===== config.mk =====
export PLATFORM = sky130hd
export DESIGN_NAME = addressed_frame_receiver_core
export DESIGN_NICKNAME = d
export VERILOG_FILES = /design/src/hdl/afr_pkg.sv /design/src/hdl/addressed_frame_receiver_core.sv
export SDC_FILE = /design/constraint.sdc
export NUM_CORES = 1
export LEC_CHECK = 0
export ABC_CLOCK_PERIOD_IN_PS = 4320
export BUFFER_PORTS_ARGS = -buffer_cell sky130_fd_sc_hd__buf_2
export CORE_ASPECT_RATIO = 0.75
export CORE_UTILIZATION = 60
export DETAILED_ROUTE_END_ITERATION = 8
export PLACE_DENSITY_LB_ADDON = 0.2
export SKIP_CTS_REPAIR_TIMING = 1
export SLEW_MARGIN = 5
export SYNTH_ARGS = -nofsm -noshare
export SYNTH_HDL_FRONTEND = slang
export SYNTH_SLANG_ARGS = --single-unit

===== constraint.sdc =====
create_clock -name aclk -period 4.32 [get_ports aclk]
set_input_delay 0.432 -clock aclk [delete_from_list [all_inputs] [get_ports aclk]]
set_output_delay 0.432 -clock aclk [all_outputs]
set_load 0.05 [all_outputs]

===== src/hdl/afr_pkg.sv =====
package afr_pkg;

    typedef enum logic [1:0] {
        FUNC_BYTE = 2'd0,
        FUNC_GAP  = 2'd1,
        FUNC_TICK = 2'd2,
        FUNC_NONE = 2'd3
    } func_t;

    typedef enum logic [2:0] {
        ST_OWN     = 3'd0,
        ST_BCAST   = 3'd1,
        ST_SHORT   = 3'd2,
        ST_FOREIGN = 3'd3,
        ST_LENGTH  = 3'd4,
        ST_CKSUM   = 3'd5,
        ST_TIMEOUT = 3'd6,
        ST_UNUSED  = 3'd7
    } status_t;

    typedef enum logic {
        KIND_BODY   = 1'b0,
        KIND_STATUS = 1'b1
    } kind_t;

    typedef enum logic {
        REG_MY_ADDRESS    = 1'b0,
        REG_TIMEOUT_TICKS = 1'b1
    } reg_index_t;

    localparam logic [7:0]  DEFAULT_ADDRESS = 8'd254;
    localparam logic [7:0]  BCAST_ADDRESS   = 8'd0;
    localparam logic [7:0]  INVALID_ADDRESS = 8'hFF;
    localparam logic [15:0] TICK_MAX        = 16'hFFFF;
    localparam int          HEADER_BYTES    = 3;

endpackage


===== src/hdl/addressed_frame_receiver_core.sv =====
// Addressed frame receiver. Items on s_ carry a received byte, a line idle gap that ends
// the frame, or a millisecond tick. The first three bytes of a frame are the destination,
// the checksum and the body length; body bytes of frames for this node or for broadcast
// address zero come out on m_ at once as they arrive, and each frame end gives one status
// item that alone decides whether those bytes are good. Ticks counted while no frame has
// started give a timeout status when the count reaches a nonzero timeout_ticks. An item
// passes an input register and the update logic into the output register, so the block
// takes one item per clock unless stalled; m_ready low stalls the input only once both
// registers hold an item. Configuration is written through cfg_wr_en, cfg_index and
// cfg_wdata, by the user only while no item is in flight; the block does not enforce it.
module addressed_frame_receiver_core #(
    parameter int MAX_FRAME = 128
) (
    input  logic        aclk,
    input  logic        aresetn,
    input  logic        cfg_wr_en,
    input  logic        cfg_index,
    input  logic [15:0] cfg_wdata,
    input  logic        s_valid,
    output logic        s_ready,
    input  logic [1:0]  s_func,
    input  logic [7:0]  s_rx_byte,
    output logic        m_valid,
    input  logic        m_ready,
    output logic        m_result_kind,
    output logic [7:0]  m_body_byte,
    output logic [6:0]  m_body_index,
    output logic [2:0]  m_status,
    output logic [7:0]  m_header_length
);

    localparam int CountWidth = $clog2(MAX_FRAME + 1);
    localparam logic [CountWidth-1:0] CountMax = CountWidth'(MAX_FRAME);

    logic [7:0]  my_address_reg;
    logic [15:0] timeout_ticks_reg;

    logic        in_valid_reg;
    logic [1:0]  in_func_reg;
    logic [7:0]  in_byte_reg;

    logic [CountWidth-1:0] bytes_seen_reg, bytes_seen_next;
    logic [7:0]  dest_field_reg, dest_field_next;
    logic [7:0]  sum_field_reg, sum_field_next;
    logic [7:0]  length_field_reg, length_field_next;
    logic [7:0]  running_sum_reg, running_sum_next;
    logic        overflow_reg, overflow_next;
    logic [15:0] wait_ticks_reg, wait_ticks_next;

    logic        out_valid_reg;
    logic        out_kind_reg, out_kind_next;
    logic [7:0]  out_byte_reg, out_byte_next;
    logic [6:0]  out_index_reg, out_index_next;
    logic [2:0]  out_status_reg, out_status_next;
    logic [7:0]  out_length_reg, out_length_next;
    logic        emit;

    logic        advance;
    logic        addressed_here;
    logic [8:0]  pos_wide;
    logic [8:0]  body_pos;
    logic [15:0] wait_inc;
    logic [7:0]  addr_wdata;

    assign advance  = in_valid_reg && (!out_valid_reg || m_ready);
    assign s_ready  = !in_valid_reg || advance;

    assign addressed_here = (dest_field_reg == my_address_reg)
                         || (dest_field_reg == afr_pkg::BCAST_ADDRESS);
    assign pos_wide = 9'(bytes_seen_reg);
    assign body_pos = pos_wide - 9'(afr_pkg::HEADER_BYTES);
    assign wait_inc = (wait_ticks_reg == afr_pkg::TICK_MAX) ? wait_ticks_reg
                                                            : wait_ticks_reg + 16'd1;
    assign addr_wdata = cfg_wdata[7:0];

    always_comb begin
        bytes_seen_next   = bytes_seen_reg;
        dest_field_next   = dest_field_reg;
        sum_field_next    = sum_field_reg;
        length_field_next = length_field_reg;
        running_sum_next  = running_sum_reg;
        overflow_next     = overflow_reg;
        wait_ticks_next   = wait_ticks_reg;
        emit              = 1'b0;
        out_kind_next     = afr_pkg::KIND_BODY;
        out_byte_next     = 8'd0;
        out_index_next    = 7'd0;
        out_status_next   = afr_pkg::ST_OWN;
        out_length_next   = 8'd0;
        unique case (afr_pkg::func_t'(in_func_reg))
            afr_pkg::FUNC_BYTE: begin
                if (bytes_seen_reg == CountMax) begin
                    overflow_next = 1'b1;
                end else begin
                    bytes_seen_next = bytes_seen_reg + 1'b1;
                    if (pos_wide == 9'd0) begin
                        dest_field_next  = in_byte_reg;
                        running_sum_next = running_sum_reg + in_byte_reg;
                    end else if (pos_wide == 9'd1) begin
                        sum_field_next = in_byte_reg;
                    end else if (pos_wide == 9'd2) begin
                        length_field_next = in_byte_reg;
                        running_sum_next  = running_sum_reg + in_byte_reg;
                    end else begin
                        running_sum_next = running_sum_reg + in_byte_reg;
                        if (addressed_here) begin
                            emit            = 1'b1;
                            out_kind_next   = afr_pkg::KIND_BODY;
                            out_byte_next   = in_byte_reg;
                            out_index_next  = body_pos[6:0];
                            out_length_next = length_field_reg;
                        end
                    end
                end
            end
            afr_pkg::FUNC_GAP: begin
                if (pos_wide != 9'd0) begin
                    emit            = 1'b1;
                    out_kind_next   = afr_pkg::KIND_STATUS;
                    out_length_next = length_field_reg;
                    if (pos_wide < 9'(afr_pkg::HEADER_BYTES)) begin
                        out_status_next = afr_pkg::ST_SHORT;
                    end else if (!addressed_here) begin
                        out_status_next = afr_pkg::ST_FOREIGN;
                    end else if (overflow_reg || ({1'b0, length_field_reg} != body_pos)) begin
                        out_status_next = afr_pkg::ST_LENGTH;
                    end else if (sum_field_reg != running_sum_reg) begin
                        out_status_next = afr_pkg::ST_CKSUM;
                    end else if (dest_field_reg != afr_pkg::BCAST_ADDRESS) begin
                        out_status_next = afr_pkg::ST_OWN;
                    end else begin
                        out_status_next = afr_pkg::ST_BCAST;
                    end
                    bytes_seen_next   = '0;
                    dest_field_next   = 8'd0;
                    sum_field_next    = 8'd0;
                    length_field_next = 8'd0;
                    running_sum_next  = 8'd0;
                    overflow_next     = 1'b0;
                    wait_ticks_next   = 16'd0;
                end
            end
            afr_pkg::FUNC_TICK: begin
                if (pos_wide == 9'd0) begin
                    wait_ticks_next = wait_inc;
                    if ((timeout_ticks_reg != 16'd0) && (wait_inc >= timeout_ticks_reg)) begin
                        wait_ticks_next = 16'd0;
                        emit            = 1'b1;
                        out_kind_next   = afr_pkg::KIND_STATUS;
                        out_status_next = afr_pkg::ST_TIMEOUT;
                    end
                end
            end
            default: begin
            end
        endcase
    end

    always_ff @(posedge aclk) begin
        if (!aresetn) begin
            my_address_reg    <= afr_pkg::DEFAULT_ADDRESS;
            timeout_ticks_reg <= 16'd0;
            in_valid_reg      <= 1'b0;
            out_valid_reg     <= 1'b0;
            bytes_seen_reg    <= '0;
            dest_field_reg    <= 8'd0;
            sum_field_reg     <= 8'd0;
            length_field_reg  <= 8'd0;
            running_sum_reg   <= 8'd0;
            overflow_reg      <= 1'b0;
            wait_ticks_reg    <= 16'd0;
        end else begin
            if (cfg_wr_en) begin
                unique case (afr_pkg::reg_index_t'(cfg_index))
                    afr_pkg::REG_MY_ADDRESS: begin
                        if ((addr_wdata == afr_pkg::BCAST_ADDRESS)
                                || (addr_wdata == afr_pkg::INVALID_ADDRESS)) begin
                            my_address_reg <= afr_pkg::DEFAULT_ADDRESS;
                        end else begin
                            my_address_reg <= addr_wdata;
                        end
                    end
                    afr_pkg::REG_TIMEOUT_TICKS: begin
                        timeout_ticks_reg <= cfg_wdata;
                    end
                    default: begin
                    end
                endcase
            end
            if (s_ready) begin
                in_valid_reg <= s_valid;
            end
            if (advance) begin
                out_valid_reg    <= emit;
                bytes_seen_reg   <= bytes_seen_next;
                dest_field_reg   <= dest_field_next;
                sum_field_reg    <= sum_field_next;
                length_field_reg <= length_field_next;
                running_sum_reg  <= running_sum_next;
                overflow_reg     <= overflow_next;
                wait_ticks_reg   <= wait_ticks_next;
            end else if (m_ready) begin
                out_valid_reg <= 1'b0;
            end
        end
    end

    always_ff @(posedge aclk) begin
        if (s_valid && s_ready) begin
            in_func_reg <= s_func;
            in_byte_reg <= s_rx_byte;
        end
        if (advance) begin
            out_kind_reg   <= out_kind_next;
            out_byte_reg   <= out_byte_next;
            out_index_reg  <= out_index_next;
            out_status_reg <= out_status_next;
            out_length_reg <= out_length_next;
        end
    end

    assign m_valid         = out_valid_reg;
    assign m_result_kind   = out_kind_reg;
    assign m_body_byte     = out_byte_reg;
    assign m_body_index    = out_index_reg;
    assign m_status        = out_status_reg;
    assign m_header_length = out_length_reg;

endmodule


==> summary.txt <==
Status: completed
Switching Fraction: 25.59%
Cells after Synth: 703
Cts bufs inserted: 17
Drt first pass iters: 5
Pin count of the biggest net entering global routing: 39
First-pass GRT wire length: 24020 um
DRT iter0 DRCs: 424
Syn-to-layout area delta: 14.25%
GRT Max-Usage Layer: met2
Die Y: 92.72 um
Period utilisation layout: 88.31%
IO Pins: 61
Clk sinks: 120
Arr. time, crit path: 4080 ps
CORE AREA: 0.01049 mm2
Placed wire-length estimate: 10520 um
Clock tree from TritonCTS: done
Root Driver: clkbuf_16
Final Max Tran Viols: 0
Crit-path max FO: 24
Maxcap violations: 0
CP delay by family, top: simple AND/OR/NAND/NOR gates
FMAX: 262.1 MHz
Port Buf Inserts: 60
Post-Route Skew: 9.300 ps
RD Place Congestion: 0.9134
Synth Cell Area: 0.006584 mm2
Seq/Total Area, Yosys: 42.11%
Vias in the first global route: 4934
RSZ-0062 raised after global routing: false
Most frequent cells in the layout: dfxtp_1 (83), nand2_1 (80), buf_2 (60)
Post-route ant nets: 0
Hold Crit Depth: 1
Setup CP Type: flip-flop to flip-flop
Final nets: 823
Warnings, synthesis: 0
Hold Crit Class: input pin to flip-flop
Drt wl/cell: 16.27 um
Setup violators final: 0
Clock share of power: 48.1%
Max incr delay on CP: 550 ps
Leak: 3.072 nW
Gr usage total: 27.76%
Max VDD drop: 0.2929 mV
Crit-path slowest cell: or4_1
CP Capture Type: flip-flop
Top_reg_cell synth: dfxtp_1
Number of fillers in the final layout: 804
Hold path startpoint: s_rx_byte[4]
R2R cell count: 13
Clock slew at reported path FFs: 60 ps
Hold Path End: in_byte_reg[4]
Post-place setup slack: 590.4 ps
Clk buf depth: 2
Final WL: 14760 um
Setup TNS: 0 ps
Initial antenna violation count: 0
Actual slew at the worst max-slew pin: 1184 ps
Clock H-tree levels: 4
Post-synthesis xor/xnor area fraction: 6.803%
N_diodes: 0
Number of remaining DRC errors: 0
Startpoint Class: flip-flop
Synth Area in Compound Gates: 12.39%
Avg Cell Area, Syn: 9.365 um2
Initial Util: 62.76%
Asr flop ratio synth: 0%
Worst EP required: 4590 ps
Simple-gate area share of the yosys netlist: 23.79%
Relative slew slack: 21.01%
Synth top area cells: dfxtp_1 (25%), edfxtp_1 (17%), ha_1 (6.1%)
R2r setup slk: 500 ps
DR vias/cell: 5.910
Worst flop-to-flop path endpoint: wait_ticks_reg[3]
GR Overflow Total: 0
Largest family of logic cells by synthesized area: simple AND/OR/NAND/NOR gates
Row count: 32
M2 GR Usage: 39.75%
Clk_lat worst skew: 420 ps
Synth cell types: 68
Via count: 5360
Crit path buf inv count: 1
Mux contribution to synthesized area: 4.314%
Share of layout cells above drive strength 1: 14.01%
Final hold vios: 0
EDFF count, synth: 37
Cell taking the most area after synthesis: dfxtp_1
Most common cell after layout, fill and taps aside: dfxtp_1
Power share of the sequential group: 42.7%
Synth Area in Adders: 6.385%
Syn nets: 768
Worst path cell trace: nand4_1 > nor4b_1 > buf_4 > and3_1 > nand3b_1 > o21a_1 > ha_1 > nand4_1 > or4_1 > a211o_1 > a41o_2 > a31oi_1 > a31oi_1
Die X: 123.0 um
Sw power: 0.0007371 W
Gate power share: 9.3%
Global Route met1 Usage: 39.47%
Final worst slack: 504.9 ps
Reg2reg start: wait_ticks_reg[4]
Yosys reg bits: 120
Power density over the cells: 382.9 mW/mm2
Internal: 0.002143 W
Die area: 0.01140 mm2
Final min period: 3815 ps
GRT met3 Usage: 6.773%
Top cell type's share of synthesized area: 25.24%
[through the flow]
step,area (um2),hold WS (ps),power (W),util (%),cells
finish,7522,180.0,0.002880,71.71,907
global route,7522,163.6,0.002974,71.71,907
CTS,7522,166.5,0.002890,71.71,907
detailed placement,6939,476.9,0.001513,66.15,875
global placement,6939,473.3,0.001504,66.15,875
floorplan,6584,447.4,0.001437,-,703
[power groups by stage]
stage,Combinational (W),Clock [W],Sequential [W]
after floorplan,0.000160,0,0.00128
after global routing,0.000293,0.00145,0.00123
final,0.000267,0.00138,0.00123
after detailed placement,0.000261,0,0.00125
after CTS,0.000264,0.00140,0.00123
after global placement,0.000254,0,0.00125
[area by class of cell]
cell class                 count  area (um2)  area share (%)
multi-input combinational    520        3535           46.99
sequential                   120        2773           36.86
clock buffer                  21       471.7           6.271
timing repair buffer          64       330.3           4.391
tap                          136       170.2           2.262
inverter                      35       131.4           1.747
clock inverter                11       111.4           1.480
[worst register-to-register path, delay by kind of cell (launching register included)]
kind,cells,cell delay [ps]
AOI/OAI and AO/OA,5,1140
DFF,1,430
buffers and inverters,1,190
adders and majority gates,1,300
and+or+nand+nor,6,1590
[logic make-up (layout without fill, tap and decap cells)]
| family | count (synthesis) | after routing |
|---|---|---|
| xor+xnor | 48 | 48 |
| fa+ha+maj | 33 | 33 |
| mux | 28 | 28 |
| flops | 120 | 120 |
| compound gates | 122 | 122 |
| simple gates | 289 | 289 |
| buf+inv | 63 | 131 |
[worst max-delay path by stage]
| stage | end | slack, ps | cells after the start | startpoint |
|---|---|---|---|---|
| floorplan | wait_ticks_reg[0] | 820 | 13 | wait_ticks_reg[4] |
| global placement | wait_ticks_reg[9] | 690 | 13 | wait_ticks_reg[4] |
| detailed placement | wait_ticks_reg[3] | 590 | 13 | wait_ticks_reg[4] |
| CTS | wait_ticks_reg[3] | 530 | 13 | wait_ticks_reg[4] |
| global route | m_status[2] | 280 | 13 | wait_ticks_reg[2] |
| finish | wait_ticks_reg[3] | 500 | 13 | wait_ticks_reg[4] |
[routing by layer]
| metal | vias to the layer above | share of wire [%] |
|---|---|---|
| met1 | 2515 | 49 |
| met5 | - | 0 |
| met3 | 36 | 6.7 |
| met4 | 0 | 2.0 |
| met2 | 199 | 42 |
| li1 | 2610 | - |
[Yosys cell counts, types with 3 or more instances]
library cell	count
dfxtp_1	83
nand2_1	80
nor2_1	40
nor2b_1	39
edfxtp_1	37
inv_1	34
ha_1	32
a21oi_1	27
and2_1	26
mux2i_1	25
xnor2_1	25
o21ai_0	22
a21boi_0	21
xor2_1	21
clkbuf_1	20
nand3_1	17
nand4_1	15
nor4_1	13
nand2b_1	11
a31oi_1	10
and3_1	10
nor3_1	10
and4_1	7
o21a_1	5
o22ai_1	4
or4_1	4
a2111oi_0	3
a211oi_1	3
buf_6	3
mux2_2	3
nand3b_1	3
nor4b_1	3
o2bb2ai_1	3
No activity file was read; power rests on OpenSTA's default activity.
